## src/hw/rtl/svsm_pkg.sv

```systemverilog
// Shared types and codes for the sparse vector scaled merge add block.
`default_nettype none

package svsm_pkg;

  localparam logic [1:0] CMD_LOAD_A = 2'd0;
  localparam logic [1:0] CMD_LOAD_B = 2'd1;
  localparam logic [1:0] CMD_RUN    = 2'd2;

  localparam logic [1:0] KIND_ACK    = 2'd0;
  localparam logic [1:0] KIND_MERGED = 2'd1;
  localparam logic [1:0] KIND_EMPTY  = 2'd2;

  localparam logic [1:0] STAT_OK    = 2'd0;
  localparam logic [1:0] STAT_FULL  = 2'd1;
  localparam logic [1:0] STAT_ORDER = 2'd2;

  localparam logic REG_SCALE_SELF  = 1'b0;
  localparam logic REG_SCALE_OTHER = 1'b1;

  localparam logic signed [31:0] SAT_MAX = 32'sh7FFF_FFFF;
  localparam logic signed [31:0] SAT_MIN = 32'sh8000_0000;

  // Item passed from the front to the merge engine.
  typedef struct packed {
    logic       is_run;
    logic [1:0] status;
  } cmd_t;

endpackage

`default_nettype wire

```

## src/hw/rtl/svsm_queue.sv

```systemverilog
// Two-entry command queue between the front end and the merge engine.
`default_nettype none

module svsm_queue (
  input  wire logic           clk,
  input  wire logic           rst_n,
  input  wire logic           push,
  input  svsm_pkg::cmd_t      push_cmd,
  output logic                full,
  output logic                valid,
  input  wire logic           pop,
  output svsm_pkg::cmd_t      head
);

  svsm_pkg::cmd_t slot_r [2];
  logic           wr_ptr_r, wr_ptr_nxt;
  logic           rd_ptr_r, rd_ptr_nxt;
  logic [1:0]     fill_r, fill_nxt;
  logic           do_push;
  logic           do_pop;

  assign full    = (fill_r == 2'd2);
  assign valid   = (fill_r != 2'd0);
  assign head    = slot_r[rd_ptr_r];
  assign do_push = push & ~full;
  assign do_pop  = pop & valid;

  always_comb begin
    wr_ptr_nxt = wr_ptr_r ^ do_push;
    rd_ptr_nxt = rd_ptr_r ^ do_pop;
    fill_nxt   = fill_r + 2'(do_push) - 2'(do_pop);
  end

  always_ff @(posedge clk) begin
    if (!rst_n) begin
      wr_ptr_r <= 1'b0;
      rd_ptr_r <= 1'b0;
      fill_r   <= 2'd0;
    end else begin
      wr_ptr_r <= wr_ptr_nxt;
      rd_ptr_r <= rd_ptr_nxt;
      fill_r   <= fill_nxt;
    end
  end

  always_ff @(posedge clk) begin
    if (do_push) begin
      slot_r[wr_ptr_r] <= push_cmd;
    end
  end

endmodule

`default_nettype wire

```

## config.mk

```make
export PLATFORM = sky130hd
export DESIGN_NAME = svsm_queue
export DESIGN_NICKNAME = d
export VERILOG_FILES = /design/src/hw/rtl/svsm_pkg.sv /design/src/hw/rtl/svsm_queue.sv
export SDC_FILE = /design/constraint.sdc
export NUM_CORES = 1
export LEC_CHECK = 0
export BUFFER_PORTS_ARGS = -buffer_cell sky130_fd_sc_hd__buf_2
export CAP_MARGIN = 20
export CORE_AREA = 3 3 40 42
export CTS_BUF_LIST = sky130_fd_sc_hd__clkbuf_4 sky130_fd_sc_hd__clkbuf_8 sky130_fd_sc_hd__clkbuf_16
export DETAILED_ROUTE_END_ITERATION = 12
export DIE_AREA = 0 0 43 45
export GPL_TIMING_DRIVEN = 0
export PLACE_DENSITY = 0.65
export SYNTH_ARGS = -nofsm -noshare
export SYNTH_HDL_FRONTEND = slang
export SYNTH_SLANG_ARGS = --single-unit
```

## constraint.sdc

```tcl
create_clock -name clk -period 1.4 [get_ports clk]
set_clock_uncertainty 0.1 [all_clocks]
set_input_delay 0.07 -clock clk [delete_from_list [all_inputs] [get_ports clk]]
set_output_delay 0.07 -clock clk [all_outputs]
set_load 0.1 [all_outputs]
```

==> summary.txt <==
Global routing
  • First-pass GRT wire length: 1414 um
  • GRT Util Overall: 0.1039
  • Vias in the first global route: 356
  • Largest net degree at the start of global routing: 7
  • Initial antenna violation count: 0
  • GRT overflow: 0

Cells and area
  • Layout cells sized above 1: 0.5273
  • Fill cell count: 112
  • P&R area growth vs syn: 47.14%
  • Finished Layout Cells: 70
  • Diode count: 0
  • Final core occ: 0.5501
  • # nets final: 67

Pwr
  • Maximum vdd drop: 0.001275 V
  • P per Cell Area: 2233 nW/um^2
  • Total power: 1.579 mW
  • Leak: 0.3034 nW

STA
  • Setup ws final: -0.1745 ns
  • Final Setup Violations: 2
  • RSZ-0062 raised after global routing: true
  • Final period util: 1.125
  • Pins Over Slew Limit: 0
  • Final Hold Viols: 0
  • Hold Slack: 0.1536 ns
  • Minimum clock period: 1.574 ns
  • Tightest Pin Transition: 0.4854 ns
  • Slew margin rel.: 0.6786
  • Fmax: 635.1 MHz

Clock tree
  • Clock Sinks: 11
  • Root Buffer: clkbuf_4
  • Clock transition at the registers of the reported paths: 0.07 ns
  • CTS tree: done
  • Bufs on Longest Clock Path: 2
  • H-tree depth: 1
  • Worst-skew pair later-pin latency: 0.26 ns
  • Num CTS Buffers: 3

Worst setup path
  • Reg2Reg Launch Point: fill_r[1]
  • Crit path launch type: flop
  • Crit path to: fill_r[1]
  • Critical setup path kind: flop to flop
  • CP Max Fanout: 4
  • Arrival time worst endpoint: 1.67 ns
  • FF-to-FF End: fill_r[1]
  • Flop2flop setup slack: -0.17 ns
  • Crit end category: flop
  • WP data required: 1.50 ns
  • Cell depth of the worst flop-to-flop path: 7
  • Worst Setup SP: fill_r[1]

Routing
  • Drt pass-1 iters: 2
  • # DRC: 0
  • Antenna-violating nets left: 0
  • Drt total wl: 783 um
  • Routed WL per cell: 11.19 um
  • Initial DRC Count: 2
  • Vias: 310
  • Vias/cell: 4.429

Logic synthesis
  • Post-Syn Instances: 34
  • Seq/Total Area, Yosys: 0.5833
  • Mapped Nets: 45
  • Yosys reg bits: 11
  • Synth unique cells: 15
  • Warnings from Yosys: 0
  • Mapped cell area: 480.5 um^2
  • Avg Inst Size Synth: 14.13 um^2

Die
  • Die area: 1935 um^2
  • DIE WIDTH: 43 um
  • Die H: 45 um
  • Initial cell density of the core: 0.3739
  • # rows: 13
  • Ports: 12
  • Core ar.: 1285 um^2

Flow run
  • Maxcap violations: 0

Run status
  • Failing checks: setup timing
  • Run status: finished, violations left

Placement
  • HPWL Detailed: 545 um
  • IO buf count: 11
  • Dpl cells: 60
  • RD Place Congestion: 0.6833

Hold path
  • HP Class: input port to flop
  • Hold Path Stages: 4
-- repair_timing --
action                                 CTS  global route
hold buffers                             4             0
setup endpoints to repair                6            13
pin swaps                                2             2
setup buffers                            2             0
resized for setup                       14             5
endpoints found under the hold margin    9             0
-- state kept, by name, indices dropped and copies added (netlist names), named ones only --
| name | cells |
|---|---|
| slot_r | 6 |
| fill_r | 2 |
| rd_ptr_r | 1 |
| wr_ptr_r | 1 |
-- cells in the mapped netlist --
library cell,instances,share of area
or2b_1,1,0.016
or2_2,1,0.013
xnor3_1,1,0.047
dfxtp_1,5,0.21
mux2i_1,2,0.042
and2_1,2,0.026
ha_1,4,0.10
nand2b_1,1,0.013
nand2_1,2,0.016
o21a_1,1,0.016
nor2b_1,1,0.013
nor2b_2,1,0.018
edfxtp_1,6,0.37
mux2_2,3,0.070
inv_1,3,0.023
-- worst min-delay path by stage --
stage | from | to | slack, ns
3_5_place_dp | push_cmd[1] | slot_r[1][1] | 0.17
5_1_grt | push | wr_ptr_r | 0.16
4_1_cts | push | wr_ptr_r | 0.13
3_3_place_gp | push_cmd[1] | slot_r[0][1] | 0.17
2_1_floorplan | push_cmd[0] | slot_r[0][0] | 0.07
6_report | push | wr_ptr_r | 0.15
-- critical path, stage by stage, from the launching register on --
cell,delay (ns)
dfxtp_2,0.34
or2b_1,0.24
nand2_1,0.08
ha_1,0.23
inv_1,0.06
ha_1,0.14
xnor3_1,0.22
nor2b_2,0.10
-- layout by cell type (no fill, tap or decap), drive strengths merged --
cell type	synthesis	final
mux2i	2	2
nand2	2	2
edfxtp	6	6
mux2	3	3
buf	0	13
ha	4	4
or2	1	1
nor2b	2	2
nand2b	1	1
xnor3	1	1
inv	3	3
o21a	1	1
clkbuf	0	4
and2	2	2
or2b	1	1
dlygate4sd3	0	4
dfxtp	5	5
-- where the power goes --
part	switching, mW	leakage (nW)	internal, mW
Combinational	0.563	0.187	0.318
Clock	0.0968	0.0184	0.129
Sequential	0.0436	0.0984	0.428
-- layout make-up --
type	count	area (um^2)	area share
sequential	11	284.0	0.4018
inverter	3	13.76	0.01947
timing repair buffer	17	143.9	0.2035
tap	15	18.77	0.02655
clock buffer	4	30.03	0.04248
multi-input combinational	20	216.5	0.3062
-- cell families (layout without fill, tap and decap cells) --
kind of cell / after synthesis / count (layout) / share of synthesized area
simple gates: 9 / 9 / 0.1146
compound gates: 1 / 1 / 0.01563
xor+xnor: 1 / 1 / 0.04687
fa+ha+maj: 4 / 4 / 0.1042
buf+inv: 3 / 24 / 0.02344
flops: 11 / 11 / 0.5833
mux: 5 / 5 / 0.1120
-- metal layers --
layer	vias up	track usage	share of wire
met5	-	0	0
met4	0	0.05422	0
met3	0	0.02390	0.060
met2	8	0.1976	0.55
met1	143	0.1055	0.39
li1	159	-	-
-- per-stage QoR --
stage	TNS, ns	area [um^2]	setup slack [ns]
after CTS	-0.2444	691.9	-0.1394
after global placement	-0.2264	555.5	-0.1510
after global routing	-0.6905	706.9	-0.2607
after detailed placement	-0.2325	555.5	-0.1521
final	-0.2969	706.9	-0.1745
after floorplan	-0.1108	481.7	-0.08842
(Power assumes the default switching activity.)
