[src/hw/rtl/svsm_pkg.sv]
// Shared types and codes for the sparse vector scaled merge add block.
`default_nettype none

package svsm_pkg;

  localparam logic [1:0] CMD_LOAD_A = 2'd0;
  localparam logic [1:0] CMD_LOAD_B = 2'd1;
  localparam logic [1:0] CMD_RUN    = 2'd2;

  localparam logic [1:0] KIND_ACK    = 2'd0;
  localparam logic [1:0] KIND_MERGED = 2'd1;
  localparam logic [1:0] KIND_EMPTY  = 2'd2;

  localparam logic [1:0] STAT_OK    = 2'd0;
  localparam logic [1:0] STAT_FULL  = 2'd1;
  localparam logic [1:0] STAT_ORDER = 2'd2;

  localparam logic REG_SCALE_SELF  = 1'b0;
  localparam logic REG_SCALE_OTHER = 1'b1;

  localparam logic signed [31:0] SAT_MAX = 32'sh7FFF_FFFF;
  localparam logic signed [31:0] SAT_MIN = 32'sh8000_0000;

  // Item passed from the front to the merge engine.
  typedef struct packed {
    logic       is_run;
    logic [1:0] status;
  } cmd_t;

endpackage

`default_nettype wire

[src/hw/rtl/svsm_front.sv]
// Front end: accepts items, checks loads, writes the stores and queues commands.
`default_nettype none

module svsm_front #(
  parameter int DEPTH = 32,
  parameter int IW    = 32,
  parameter int CW    = 6,
  parameter int AW    = 5
) (
  input  wire logic                 clk,
  input  wire logic                 rst_n,
  input  wire logic                 start,
  output logic                      busy,
  input  wire logic [1:0]           in_cmd,
  input  wire logic [31:0]          in_entry_index,
  input  wire logic signed [31:0]   in_entry_value,
  input  wire logic                 q_full,
  output logic                      push,
  output svsm_pkg::cmd_t            push_cmd,
  output logic                      wr_a,
  output logic                      wr_b,
  output logic [AW-1:0]             wr_addr,
  output logic [IW-1:0]             wr_idx,
  output logic signed [31:0]        wr_val,
  output logic [CW-1:0]             cnt_a,
  output logic [CW-1:0]             cnt_b,
  input  wire logic                 run_done
);

  logic [CW-1:0] cnt_a_r, cnt_a_nxt;
  logic [CW-1:0] cnt_b_r, cnt_b_nxt;
  logic [IW-1:0] last_a_r, last_a_nxt;
  logic [IW-1:0] last_b_r, last_b_nxt;
  logic          run_pend_r, run_pend_nxt;
  logic          acc;
  logic          is_load;
  logic          sel_b;
  logic [CW-1:0] cnt_sel;
  logic [IW-1:0] last_sel;
  logic [IW-1:0] idx;
  logic [1:0]    status;

  assign busy    = q_full | run_pend_r;
  assign acc     = start & ~busy;
  assign cnt_a   = cnt_a_r;
  assign cnt_b   = cnt_b_r;
  assign idx     = in_entry_index[IW-1:0];
  assign is_load = (in_cmd == svsm_pkg::CMD_LOAD_A) || (in_cmd == svsm_pkg::CMD_LOAD_B);
  assign sel_b   = (in_cmd == svsm_pkg::CMD_LOAD_B);
  assign cnt_sel  = sel_b ? cnt_b_r : cnt_a_r;
  assign last_sel = sel_b ? last_b_r : last_a_r;
  assign wr_addr  = cnt_sel[AW-1:0];
  assign wr_idx   = idx;
  assign wr_val   = in_entry_value;

  always_comb begin
    if (cnt_sel == CW'(DEPTH)) begin
      status = svsm_pkg::STAT_FULL;
    end else if ((cnt_sel != '0) && (idx <= last_sel)) begin
      status = svsm_pkg::STAT_ORDER;
    end else begin
      status = svsm_pkg::STAT_OK;
    end
  end

  always_comb begin
    push         = 1'b0;
    push_cmd     = '{is_run: 1'b0, status: status};
    wr_a         = 1'b0;
    wr_b         = 1'b0;
    cnt_a_nxt    = cnt_a_r;
    cnt_b_nxt    = cnt_b_r;
    last_a_nxt   = last_a_r;
    last_b_nxt   = last_b_r;
    run_pend_nxt = run_pend_r;
    if (run_done) begin
      cnt_a_nxt    = '0;
      cnt_b_nxt    = '0;
      run_pend_nxt = 1'b0;
    end
    if (acc && is_load) begin
      push = 1'b1;
      if (status == svsm_pkg::STAT_OK) begin
        if (sel_b) begin
          wr_b       = 1'b1;
          cnt_b_nxt  = cnt_b_r + CW'(1);
          last_b_nxt = idx;
        end else begin
          wr_a       = 1'b1;
          cnt_a_nxt  = cnt_a_r + CW'(1);
          last_a_nxt = idx;
        end
      end
    end else if (acc && (in_cmd == svsm_pkg::CMD_RUN)) begin
      push         = 1'b1;
      push_cmd     = '{is_run: 1'b1, status: svsm_pkg::STAT_OK};
      run_pend_nxt = 1'b1;
    end
  end

  always_ff @(posedge clk) begin
    if (!rst_n) begin
      cnt_a_r    <= '0;
      cnt_b_r    <= '0;
      run_pend_r <= 1'b0;
    end else begin
      cnt_a_r    <= cnt_a_nxt;
      cnt_b_r    <= cnt_b_nxt;
      run_pend_r <= run_pend_nxt;
    end
  end

  always_ff @(posedge clk) begin
    last_a_r <= last_a_nxt;
    last_b_r <= last_b_nxt;
  end

endmodule

`default_nettype wire

[config.mk]
export PLATFORM = sky130hd
export DESIGN_NAME = svsm_front
export DESIGN_NICKNAME = d
export VERILOG_FILES = /design/src/hw/rtl/svsm_pkg.sv /design/src/hw/rtl/svsm_front.sv
export SDC_FILE = /design/constraint.sdc
export NUM_CORES = 1
export LEC_CHECK = 0
export BUFFER_PORTS_ARGS = -buffer_cell sky130_fd_sc_hd__buf_2
export CORE_MARGIN = 10
export CORE_UTILIZATION = 40
export CTS_CLUSTER_DIAMETER = 120
export DETAILED_ROUTE_END_ITERATION = 8
export HOLD_SLACK_MARGIN = 0.12
export PLACE_DENSITY = 0.74
export SLEW_MARGIN = 40
export SYNTH_ARGS = -nofsm -noshare
export SYNTH_HDL_FRONTEND = slang
export SYNTH_SLANG_ARGS = --single-unit
[constraint.sdc]
create_clock -name clk -period 6.28 [get_ports clk]
set_clock_uncertainty 0.15 [all_clocks]
set_input_delay 0.628 -clock clk [delete_from_list [all_inputs] [get_ports clk]]
set_output_delay 0.628 -clock clk [all_outputs]
set_load 0.02 [all_outputs]
==> results.cfg, run 1 <==
[outcome]
status = finished clean

[power]
p_int_uw = 833
p_clk_share_pct = 36.5
p_sw_uw = 264
p_comb_share_pct = 12.1
vdd_drop_max_mv = 0.138
power_switching_share_pct = 24.1
power.total_mw = 1.10
p_leak_nw = 1.96
pwr_density_cell_nw_per_um2 = 230
p_seq_share_pct = 51.4

[sta]
final_hold_viol_count = 0
fmax_ghz = 0.220
worst_pin_slew_ns = 0.821
period_share_pct = 72.4
maxSlewViolCount = 0
rsz0062_at_grt = false
setup_ws_ns = 1.74
fin_setup_tns_ns = 0
period_needed_ns = 4.54
setup_viol = 0
slew_headroom_pct = 45.2

[die]
core_region_area_um2 = 10500
initial_utilization_pct = 41.5
die_h_um = 124
die_area_um2 = 15400
die_w_um = 124
row_count = 37
ios = 159

[synth]
syn-mean-instance-area_um2 = 11.8
async_flop_share_pct = 0
ys_seq_area_share_pct = 50.3
syn_inst = 368
ys_types = 43
yosys_warnings = 0
synthesis.area_um2 = 4340
synthFlopType = edfxtp_1
synth-edff-count = 64
yosysTopAreaCell = edfxtp_1
synth_nets = 473
synthTopCellsByArea = edfxtp_1 (44%), buf_4 (11%), ha_1 (9.8%)
yosysTopAreaCellShare_pct = 44.3
ys_seq_elements = 77

[clock_tree]
clock-sinks = 77
h-tree-depth = 3
cts_tree = done
postCtsHoldBufs = 0
clockBufferDepth = 2
root_buffer = clkbuf_8
clk_pin_slew_ns = 0.07
cts_made_buffers = 9
post_cts_buffers = 0
clk_latency_ns = 0.36
cts-resized-gates = 0

[worst_setup_path]
critPathRequiredTime_ns = 5.50
r2r_cells = 10
crit_type = input pin to output pin
rr_endpoint = cnt_b[5]
worst-path-buf-inv = 2
critPathCaptureType = output pin
cp_max_fo = 12
path_cells = buf_2, nand2b_1, mux2i_1, ha_1, nand4_1, nor4_1, o31a_1, o21ai_4, a2111oi_0, buf_2
rr_startpoint = last_a_r[29]
cp_slowest_cell = nand2b_1
cpLargestDelayFamily = simple AND/OR/NAND/NOR gates
crit_arrival_ns = 3.77
max_stage_delay_ns = 0.67
r2r_slack_ns = 2.86
start_kind = input pin
critical_path.most_common_cell = buf_2

[drt]
avgViaCountPerCell = 5.23
vias = 2859
dr.pass1.iters = 4
ant_nets = 0
wl_per_cell_um = 17.5
routed_wl_mm = 9.55
drc_errors = 0
drtIter0Drc = 130

[finish]
n_antenna_cell = 0
mostFrequentLayoutCells = buf_2 (94), edfxtp_1 (64), nand2_1 (36), ha_1 (34), mux2i_1 (31)
final_common_cell = buf_2
final_layout_size_suffix_gt1_share_pct = 30.2
nets = 511
syn_to_final_growth_pct = 9.68
nFillCells = 996

[grt]
track_usage_pct = 12.5
overflow = 0
grt_pass1_wl_mm = 15.0
antenna_found_initial = 0
grt_pass1_vias = 3000
grt_max_degree = 47

[placement]
pre_cts_slack_ns = 1.58
dp_hpwl_mm = 7.18
place_congestion = 0.779
io_buffers = 94

[worst_hold_path]
hp-start = in_entry_index[24]
min_path_cells = 1
worstHoldEndpoint = last_b_r[24]
hold_class = input pin to register

[run]
maxCapViolCount = 0
==> worst max path at each step <==
stage,endpoint,slack [ns],depth (start not counted),startpoint
final,wr_b,1.74,10,in_cmd[1]
after global routing,wr_b,1.58,10,in_cmd[1]
after CTS,wr_b,1.81,12,in_cmd[1]
after detailed placement,last_a_r[25],1.58,10,in_cmd[1]
after global placement,last_a_r[26],1.46,10,in_cmd[0]
after floorplan,wr_b,1.38,11,in_cmd[0]
==> state kept, by name, summed over array words and instances, names as in the netlist <==
register    flops
cnt_b           6
run_pend_r      1
last_b_r       32
last_a_r       32
cnt_a           6
==> power by group through the flow <==
| stage | registers, mW | logic [mW] | clock network, mW |
|---|---|---|---|
| final | 0.564 | 0.133 | 0.401 |
| after global routing | 0.564 | 0.149 | 0.441 |
| after CTS | 0.564 | 0.135 | 0.413 |
| after detailed placement | 0.575 | 0.135 | 0 |
| after global placement | 0.575 | 0.128 | 0 |
| after floorplan | 0.575 | 0.123 | 0 |
==> cells in the mapped netlist (2+ instances only) <==
cell type,n
buf_4,66
edfxtp_1,64
nand2_1,36
ha_1,34
mux2i_1,31
a21oi_1,19
dfxtp_1,13
nand3_1,12
nor2_1,12
nand3b_1,8
a31oi_1,7
or3b_1,7
nand4_1,5
a211oi_1,4
a21o_1,4
inv_1,4
buf_1,3
clkbuf_1,3
nor3_1,3
nor4_1,3
o21ai_0,3
o21ai_1,3
a311oi_1,2
nand2b_1,2
nor2b_1,2
==> layer usage <==
layer	global-route usage (%)	routed length (um)
met4	4.82	212
met5	0	0
met3	4.89	867
met1	14.4	3820
met2	20.6	4660
==> stage by stage <==
step | hold slack, ns | utilization [%] | std cells | cell area [um2]
6_report | 0.341 | 45.5 | 547 | 4760
2_1_floorplan | 0.307 | - | 368 | 4340
4_1_cts | 0.322 | 45.4 | 546 | 4750
3_3_place_gp | 0.330 | 42.9 | 528 | 4490
3_5_place_dp | 0.336 | 43.3 | 530 | 4530
5_1_grt | 0.314 | 45.5 | 547 | 4760
==> cells by family after synthesis <==
logic type / synth area share, %
flops: 50.3
mux: 7.15
buf+inv: 12.5
fa+ha+maj: 9.80
compound gates: 8.59
simple gates: 11.7
==> layout make-up <==
class	instances	area, um2	area share [%]
clock buffers	9	124	2.60
clock inverters	7	90.1	1.89
inverters	4	15.0	0.315
multi-input cells	214	1630	34.2
flip-flops and latches	77	2180	45.8
well taps	136	170	3.57
repair buffers	100	551	11.6
(Power assumes the default switching activity.)
==> run 2: changes to the inputs <==
--- a/config.mk
+++ b/config.mk
@@ -5,13 +5,14 @@
 export SDC_FILE = /design/constraint.sdc
 export NUM_CORES = 1
 export LEC_CHECK = 0
+export ABC_AREA = 1
 export BUFFER_PORTS_ARGS = -buffer_cell sky130_fd_sc_hd__buf_2
 export CORE_MARGIN = 10
 export CORE_UTILIZATION = 40
 export CTS_CLUSTER_DIAMETER = 120
 export DETAILED_ROUTE_END_ITERATION = 8
 export HOLD_SLACK_MARGIN = 0.12
-export PLACE_DENSITY = 0.74
+export PLACE_DENSITY = 0.73
 export SLEW_MARGIN = 40
 export SYNTH_ARGS = -nofsm -noshare
 export SYNTH_HDL_FRONTEND = slang
==> constraint.sdc (replaced) <==
create_clock -name clk -period 4.6 [get_ports clk]
set_clock_uncertainty 0.15 [all_clocks]
set_input_delay 0.46 -clock clk [delete_from_list [all_inputs] [get_ports clk]]
set_output_delay 0.46 -clock clk [all_outputs]
set_load 0.02 [all_outputs]
==> results.cfg, run 2 <==
[clock_tree]
clockBufferDepth = 2
clk_latency_ns = 0.33
cts_tree = done
cts-resized-gates = 0
postCtsHoldBufs = 0
clock-sinks = 77
clk_pin_slew_ns = 0.06
post_cts_buffers = 0
h-tree-depth = 3
root_buffer = clkbuf_16
cts_made_buffers = 9

[drt]
drc_errors = 0
avgViaCountPerCell = 4.96
wl_per_cell_um = 15.0
ant_nets = 0
dr.pass1.iters = 5
routed_wl_mm = 9.37
vias = 3104
drtIter0Drc = 195

[grt]
overflow = 0
antenna_found_initial = 0
track_usage_pct = 11.9
grt_pass1_vias = 3332
grt_pass1_wl_mm = 15.6
grt_max_degree = 35

[sta]
worst_pin_slew_ns = 0.745
period_share_pct = 84.7
setup_viol = 0
period_needed_ns = 3.90
fmax_ghz = 0.257
maxSlewViolCount = 0
rsz0062_at_grt = false
holdWs_ns = 0.196
fin_setup_tns_ns = 0
slew_headroom_pct = 50.3
final_hold_viol_count = 0

[die]
ios = 159
initial_utilization_pct = 41.3
die_w_um = 126
die_area_um2 = 16000
die_h_um = 126
core_region_area_um2 = 10900
row_count = 38

[power]
p_leak_nw = 2.20
pwr_density_cell_nw_per_um2 = 343
vdd_drop_max_mv = 0.196

[synth]
yosysTopAreaCell = edfxtp_1
ys_types = 35
syn_inst = 448
yosys_warnings = 0
synthesis.area_um2 = 4520
syn-mean-instance-area_um2 = 10.1
synth_common_cells = nand2_1 (82), buf_4 (65), edfxtp_1 (64), inv_1 (39), ha_1 (34)
synth_nets = 553
synthTopCellsByArea = edfxtp_1 (43%), buf_4 (11%), ha_1 (9.4%)
ys_seq_area_share_pct = 48.3
synth-edff-count = 64
yosys.cell_count.top_type = nand2_1
yosysTopAreaCellShare_pct = 42.5
async_flop_share_pct = 0
synthFlopType = edfxtp_1
ys_seq_elements = 77

[worst_setup_path]
crit_arrival_ns = 3.29
critPathRequiredTime_ns = 3.99
critical_path.most_common_cell = nand2_1
path_cells = buf_2, inv_2, nor2_8, mux2i_1, ha_1, nand2_1, inv_1, nand3_1, nor2_1, nand2_1, nand2_1, nand2_1, nand2_1, nand2_1, nand2_1, nand3_1, inv_1, buf_2
worst-path-buf-inv = 5
cp_max_fo = 34
cpLargestDelayFamily = simple AND/OR/NAND/NOR gates
critPathCaptureType = output pin
max_stage_delay_ns = 0.57
crit_type = input pin to output pin
cp_slowest_cell = nor2_8
start_kind = input pin

[finish]
n_antenna_cell = 0
top_regs = last_a_r: 32 flops, last_b_r: 32 flops
mostFrequentLayoutCells = buf_2 (94), nand2_1 (82), edfxtp_1 (64), inv_1 (39), ha_1 (34)
nets = 587
fin_cells = 626
syn_to_final_growth_pct = 9.16
final_layout_size_suffix_gt1_share_pct = 25.3
final_common_cell = buf_2
nFillCells = 1017

[worst_hold_path]
hold_class = input pin to register

[run]
maxCapViolCount = 0

[placement]
dp_cells = 611
dp_hpwl_mm = 6.89
io_buffers = 94
place_congestion = 0.845

[outcome]
status = finished clean
-- run 2: cell types whose count changed in the layout (fill, tap and decap cells not counted), sizes merged, moves of 4 or more --
cell	change
a31oi	-7
nand2	+47
nor2	+17
inv	+39
or3b	-7
a21oi	+6
o21ai	+4
nand3b	-8
-- run 2: power breakdown --
part	switching (mW)	total, mW	internal [mW]
Clock	0.280	0.702	0.421
Combinational	0.139	0.214	0.0750
Sequential	0.00677	0.777	0.770
Total	0.425	1.69	1.27
-- run 2: worst reg2reg max path: stages (launching register included) --
cell	delay (ns)
edfxtp_1	0.32
mux2i_1	0.08
ha_1	0.33
nand2_1	0.05
inv_1	0.06
nand3_1	0.08
nor2_1	0.21
nand2_1	0.08
nand2_1	0.06
nand2_1	0.04
nand2_1	0.06
nand2_1	0.06
nand2_1	0.33
nand3_1	0.19
inv_1	0.10
buf_4	0.40
-- run 2: cell type report --
type	count	area, um2	share of cell area [%]
clock inverters	6	71.3	1.45
inverters	42	158	3.19
multi-input cells	255	1630	33.0
clock buffers	9	225	4.56
flip-flops and latches	77	2180	44.2
repair buffers	97	493	9.99
well taps	140	175	3.55
-- run 2: metrics by stage --
step	total power, mW	util, %	worst slack [ns]	cell area (um2)
2_1_floorplan	0.990	-	1.05	4520
3_3_place_gp	1.00	42.4	0.612	4640
3_5_place_dp	1.01	42.4	0.536	4640
4_1_cts	1.71	45.1	0.676	4930
5_1_grt	1.77	45.1	0.369	4930
6_report	1.69	45.1	0.702	4930
-- run 2: final timing paths --
kind | endpoint | from | cells past startpoint | slack [ns]
worst max register to register | last_b_r[16] | last_b_r[11] | 15 | 1.62
worst max-delay path | wr_a | in_cmd[0] | 18 | 0.70
worst min register to register | run_pend_r | run_pend_r | 2 | 0.33
worst min-delay path | last_a_r[29] | in_entry_index[29] | 1 | 0.20
-- run 2: kinds of logic after synthesis --
group	Yosys count	synth area share, %
AND/OR/NAND/NOR	142	13.7
buffers and inverters	116	15.7
flip-flops	77	48.3
AO/OA/AOI/OAI	46	5.67
adder cells (fa/ha/maj)	34	9.41
multiplexers	31	6.86
XOR/XNOR	2	0.388
-- run 2: routing by layer --
metal / routed length (um) / part of all wire, % / vias up / GRT usage (%)
met5: 0 / 0 / - / 0
li1: - / - / 1537 / -
met2: 4510 / 48 / 131 / 19.8
met1: 4050 / 43 / 1416 / 13.8
met3: 673 / 7.2 / 20 / 3.96
met4: 128 / 1.4 / 0 / 4.55
==> run 3: changes to the inputs <==
==> constraint.sdc (replaced) <==
create_clock -name clk -period 3.65 [get_ports clk]
set_clock_uncertainty 0.15 [all_clocks]
set_input_delay 0.365 -clock clk [delete_from_list [all_inputs] [get_ports clk]]
set_output_delay 0.365 -clock clk [all_outputs]
set_load 0.02 [all_outputs]
==> results.cfg, run 3 (same netlist as run 2, synthesis figures left out) <==
[drt]
dr.pass1.iters = 5
wl_per_cell_um = 15.2
drc_errors = 0
avgViaCountPerCell = 4.92
ant_nets = 0
drtIter0Drc = 235
vias = 3218
routed_wl_mm = 9.95

[worst_setup_path]
path_cells = buf_2, inv_2, nor2_8, buf_4, mux2i_1, ha_1, a21oi_1, o21ai_0, nand2_1, nand2_1, a21oi_1, nand2_1, nand2_1, nand2_1, nand3_1, inv_1, buf_2
critical_path.most_common_cell = nand2_1
max_stage_delay_ns = 0.28
start_kind = input pin
startpoint = in_cmd[0]
r2r_slack_ns = 1.09
crit_arrival_ns = 2.75
cp-endpoint = wr_a
path_depth = 17
worst-path-buf-inv = 5
r2r_cells = 13
cp_max_fo = 14
cpLargestDelayFamily = simple AND/OR/NAND/NOR gates
rr_startpoint = last_a_r[31]
crit_type = input pin to output pin
critPathRequiredTime_ns = 3.13
rr_endpoint = last_a_r[10]
critPathCaptureType = output pin
cp_slowest_cell = nor2_8

[grt]
grt_pass1_vias = 3344
grt_pass1_wl_mm = 16.1
antenna_found_initial = 0
grt_max_degree = 33
track_usage_pct = 12.1
overflow = 0

[placement]
io_buffers = 94
dp_hpwl_mm = 7.23
place_congestion = 0.871
dp_cells = 615

[run]
maxCapViolCount = 0

[sta]
fin_setup_tns_ns = 0
worst_pin_slew_ns = 0.426
period_share_pct = 89.4
fmax_ghz = 0.307
maxSlewViolCount = 0
final_hold_viol_count = 0
slew_headroom_pct = 71.3
setup_viol = 0
period_needed_ns = 3.26
rsz0062_at_grt = false

[die]
die_w_um = 126
row_count = 38
die_area_um2 = 16000
initial_utilization_pct = 41.3
die_h_um = 126
core_region_area_um2 = 10900
ios = 159

[finish]
n_antenna_cell = 0
nets = 615
fin_cells = 654
mostFrequentLayoutCells = buf_2 (94), nand2_1 (82), edfxtp_1 (64), inv_1 (39), ha_1 (34)
top_regs = last_a_r: 32 flops, last_b_r: 32 flops
final_layout_size_suffix_gt1_share_pct = 24.7
final_common_cell = buf_2
syn_to_final_growth_pct = 16.3

[clock_tree]
h-tree-depth = 3
clk_pin_slew_ns = 0.06
clockBufferDepth = 2
postCtsHoldBufs = 24
root_buffer = clkbuf_16
cts-resized-gates = 0
clk_latency_ns = 0.33
post_cts_buffers = 0
cts_made_buffers = 9
cts_tree = done
clock-sinks = 77

[power]
power.total_mw = 2.21
vdd_drop_max_mv = 0.281
p_leak_nw = 2.34
pwr_density_cell_nw_per_um2 = 420

[worst_hold_path]
hold_class = input pin to register
min_path_cells = 1

[outcome]
status = finished clean
==> run 3: cell types whose count changed in the layout (fill, tap and decap cells not counted) <==
| cell | change |
|---|---|
| clkinvlp_4 | -2 |
| buf_4 | +1 |
| buf_12 | +3 |
| inv_6 | -1 |
| bufinv_16 | +1 |
| clkinv_2 | +2 |
| dlygate4sd3_1 | +24 |
==> run 3: worst register-to-register path: stages, from the launching register on <==
cell and delay, ns:
edfxtp_1 0.34, mux2i_1 0.08, ha_1 0.30, nand2_1 0.07, nor2_1 0.16, nand2_1 0.10
nor2_1 0.17, nand2_1 0.07, nand2_1 0.05, nand2_1 0.09, nand2_1 0.14, nand3_1 0.14
inv_1 0.13, buf_12 0.21
==> run 3: per-stage QoR <==
step | setup WS (ns) | area (um2) | util (%) | hold slack (ns)
2_1_floorplan | 0.199 | 4520 | - | 0.295
3_5_place_dp | 0.331 | 4710 | 43.0 | 0.316
4_1_cts | 0.375 | 5260 | 48.1 | 0.123
5_1_grt | 0.0611 | 5260 | 48.1 | 0.132
6_report | 0.388 | 5260 | 48.1 | 0.130
3_3_place_gp | 0.425 | 4710 | 43.0 | 0.307
==> run 3: area by class of cell <==
| class | count | area (um2) |
|---|---|---|
| inverter | 42 | 158 |
| tap | 140 | 175 |
| multi-input combinational | 255 | 1630 |
| fill | 1008 | 5680 |
| sequential | 77 | 2180 |
| clock inverter | 6 | 87.6 |
| timing repair buffer | 125 | 801 |
| clock buffer | 9 | 225 |
==> run 3: layer usage <==
metal | wire length [um] | share of wire, % | vias up | global-route usage [%]
li1 | - | - | 1600 | -
met1 | 4150 | 42 | 1464 | 13.9
met2 | 4800 | 48 | 134 | 20.5
met3 | 860 | 8.6 | 20 | 4.83
met4 | 132 | 1.3 | 0 | 3.42
met5 | 0 | 0 | - | 0
==> run 3: how the worst min path moves through the flow <==
stage | from | to | slack (ns)
6_report | in_entry_index[17] | last_a_r[17] | 0.13
5_1_grt | in_entry_index[13] | last_b_r[13] | 0.13
4_1_cts | in_entry_index[1] | last_a_r[1] | 0.12
3_5_place_dp | run_pend_r | run_pend_r | 0.32
3_3_place_gp | run_pend_r | run_pend_r | 0.31
2_1_floorplan | run_pend_r | run_pend_r | 0.30
==> run 3: power breakdown <==
| part | total (mW) | leakage (nW) | internal [mW] | switching (mW) |
|---|---|---|---|---|
| Clock | 0.931 | 0.156 | 0.596 | 0.335 |
| Sequential | 0.979 | 0.684 | 0.970 | 0.00860 |
| Combinational | 0.300 | 1.50 | 0.118 | 0.182 |
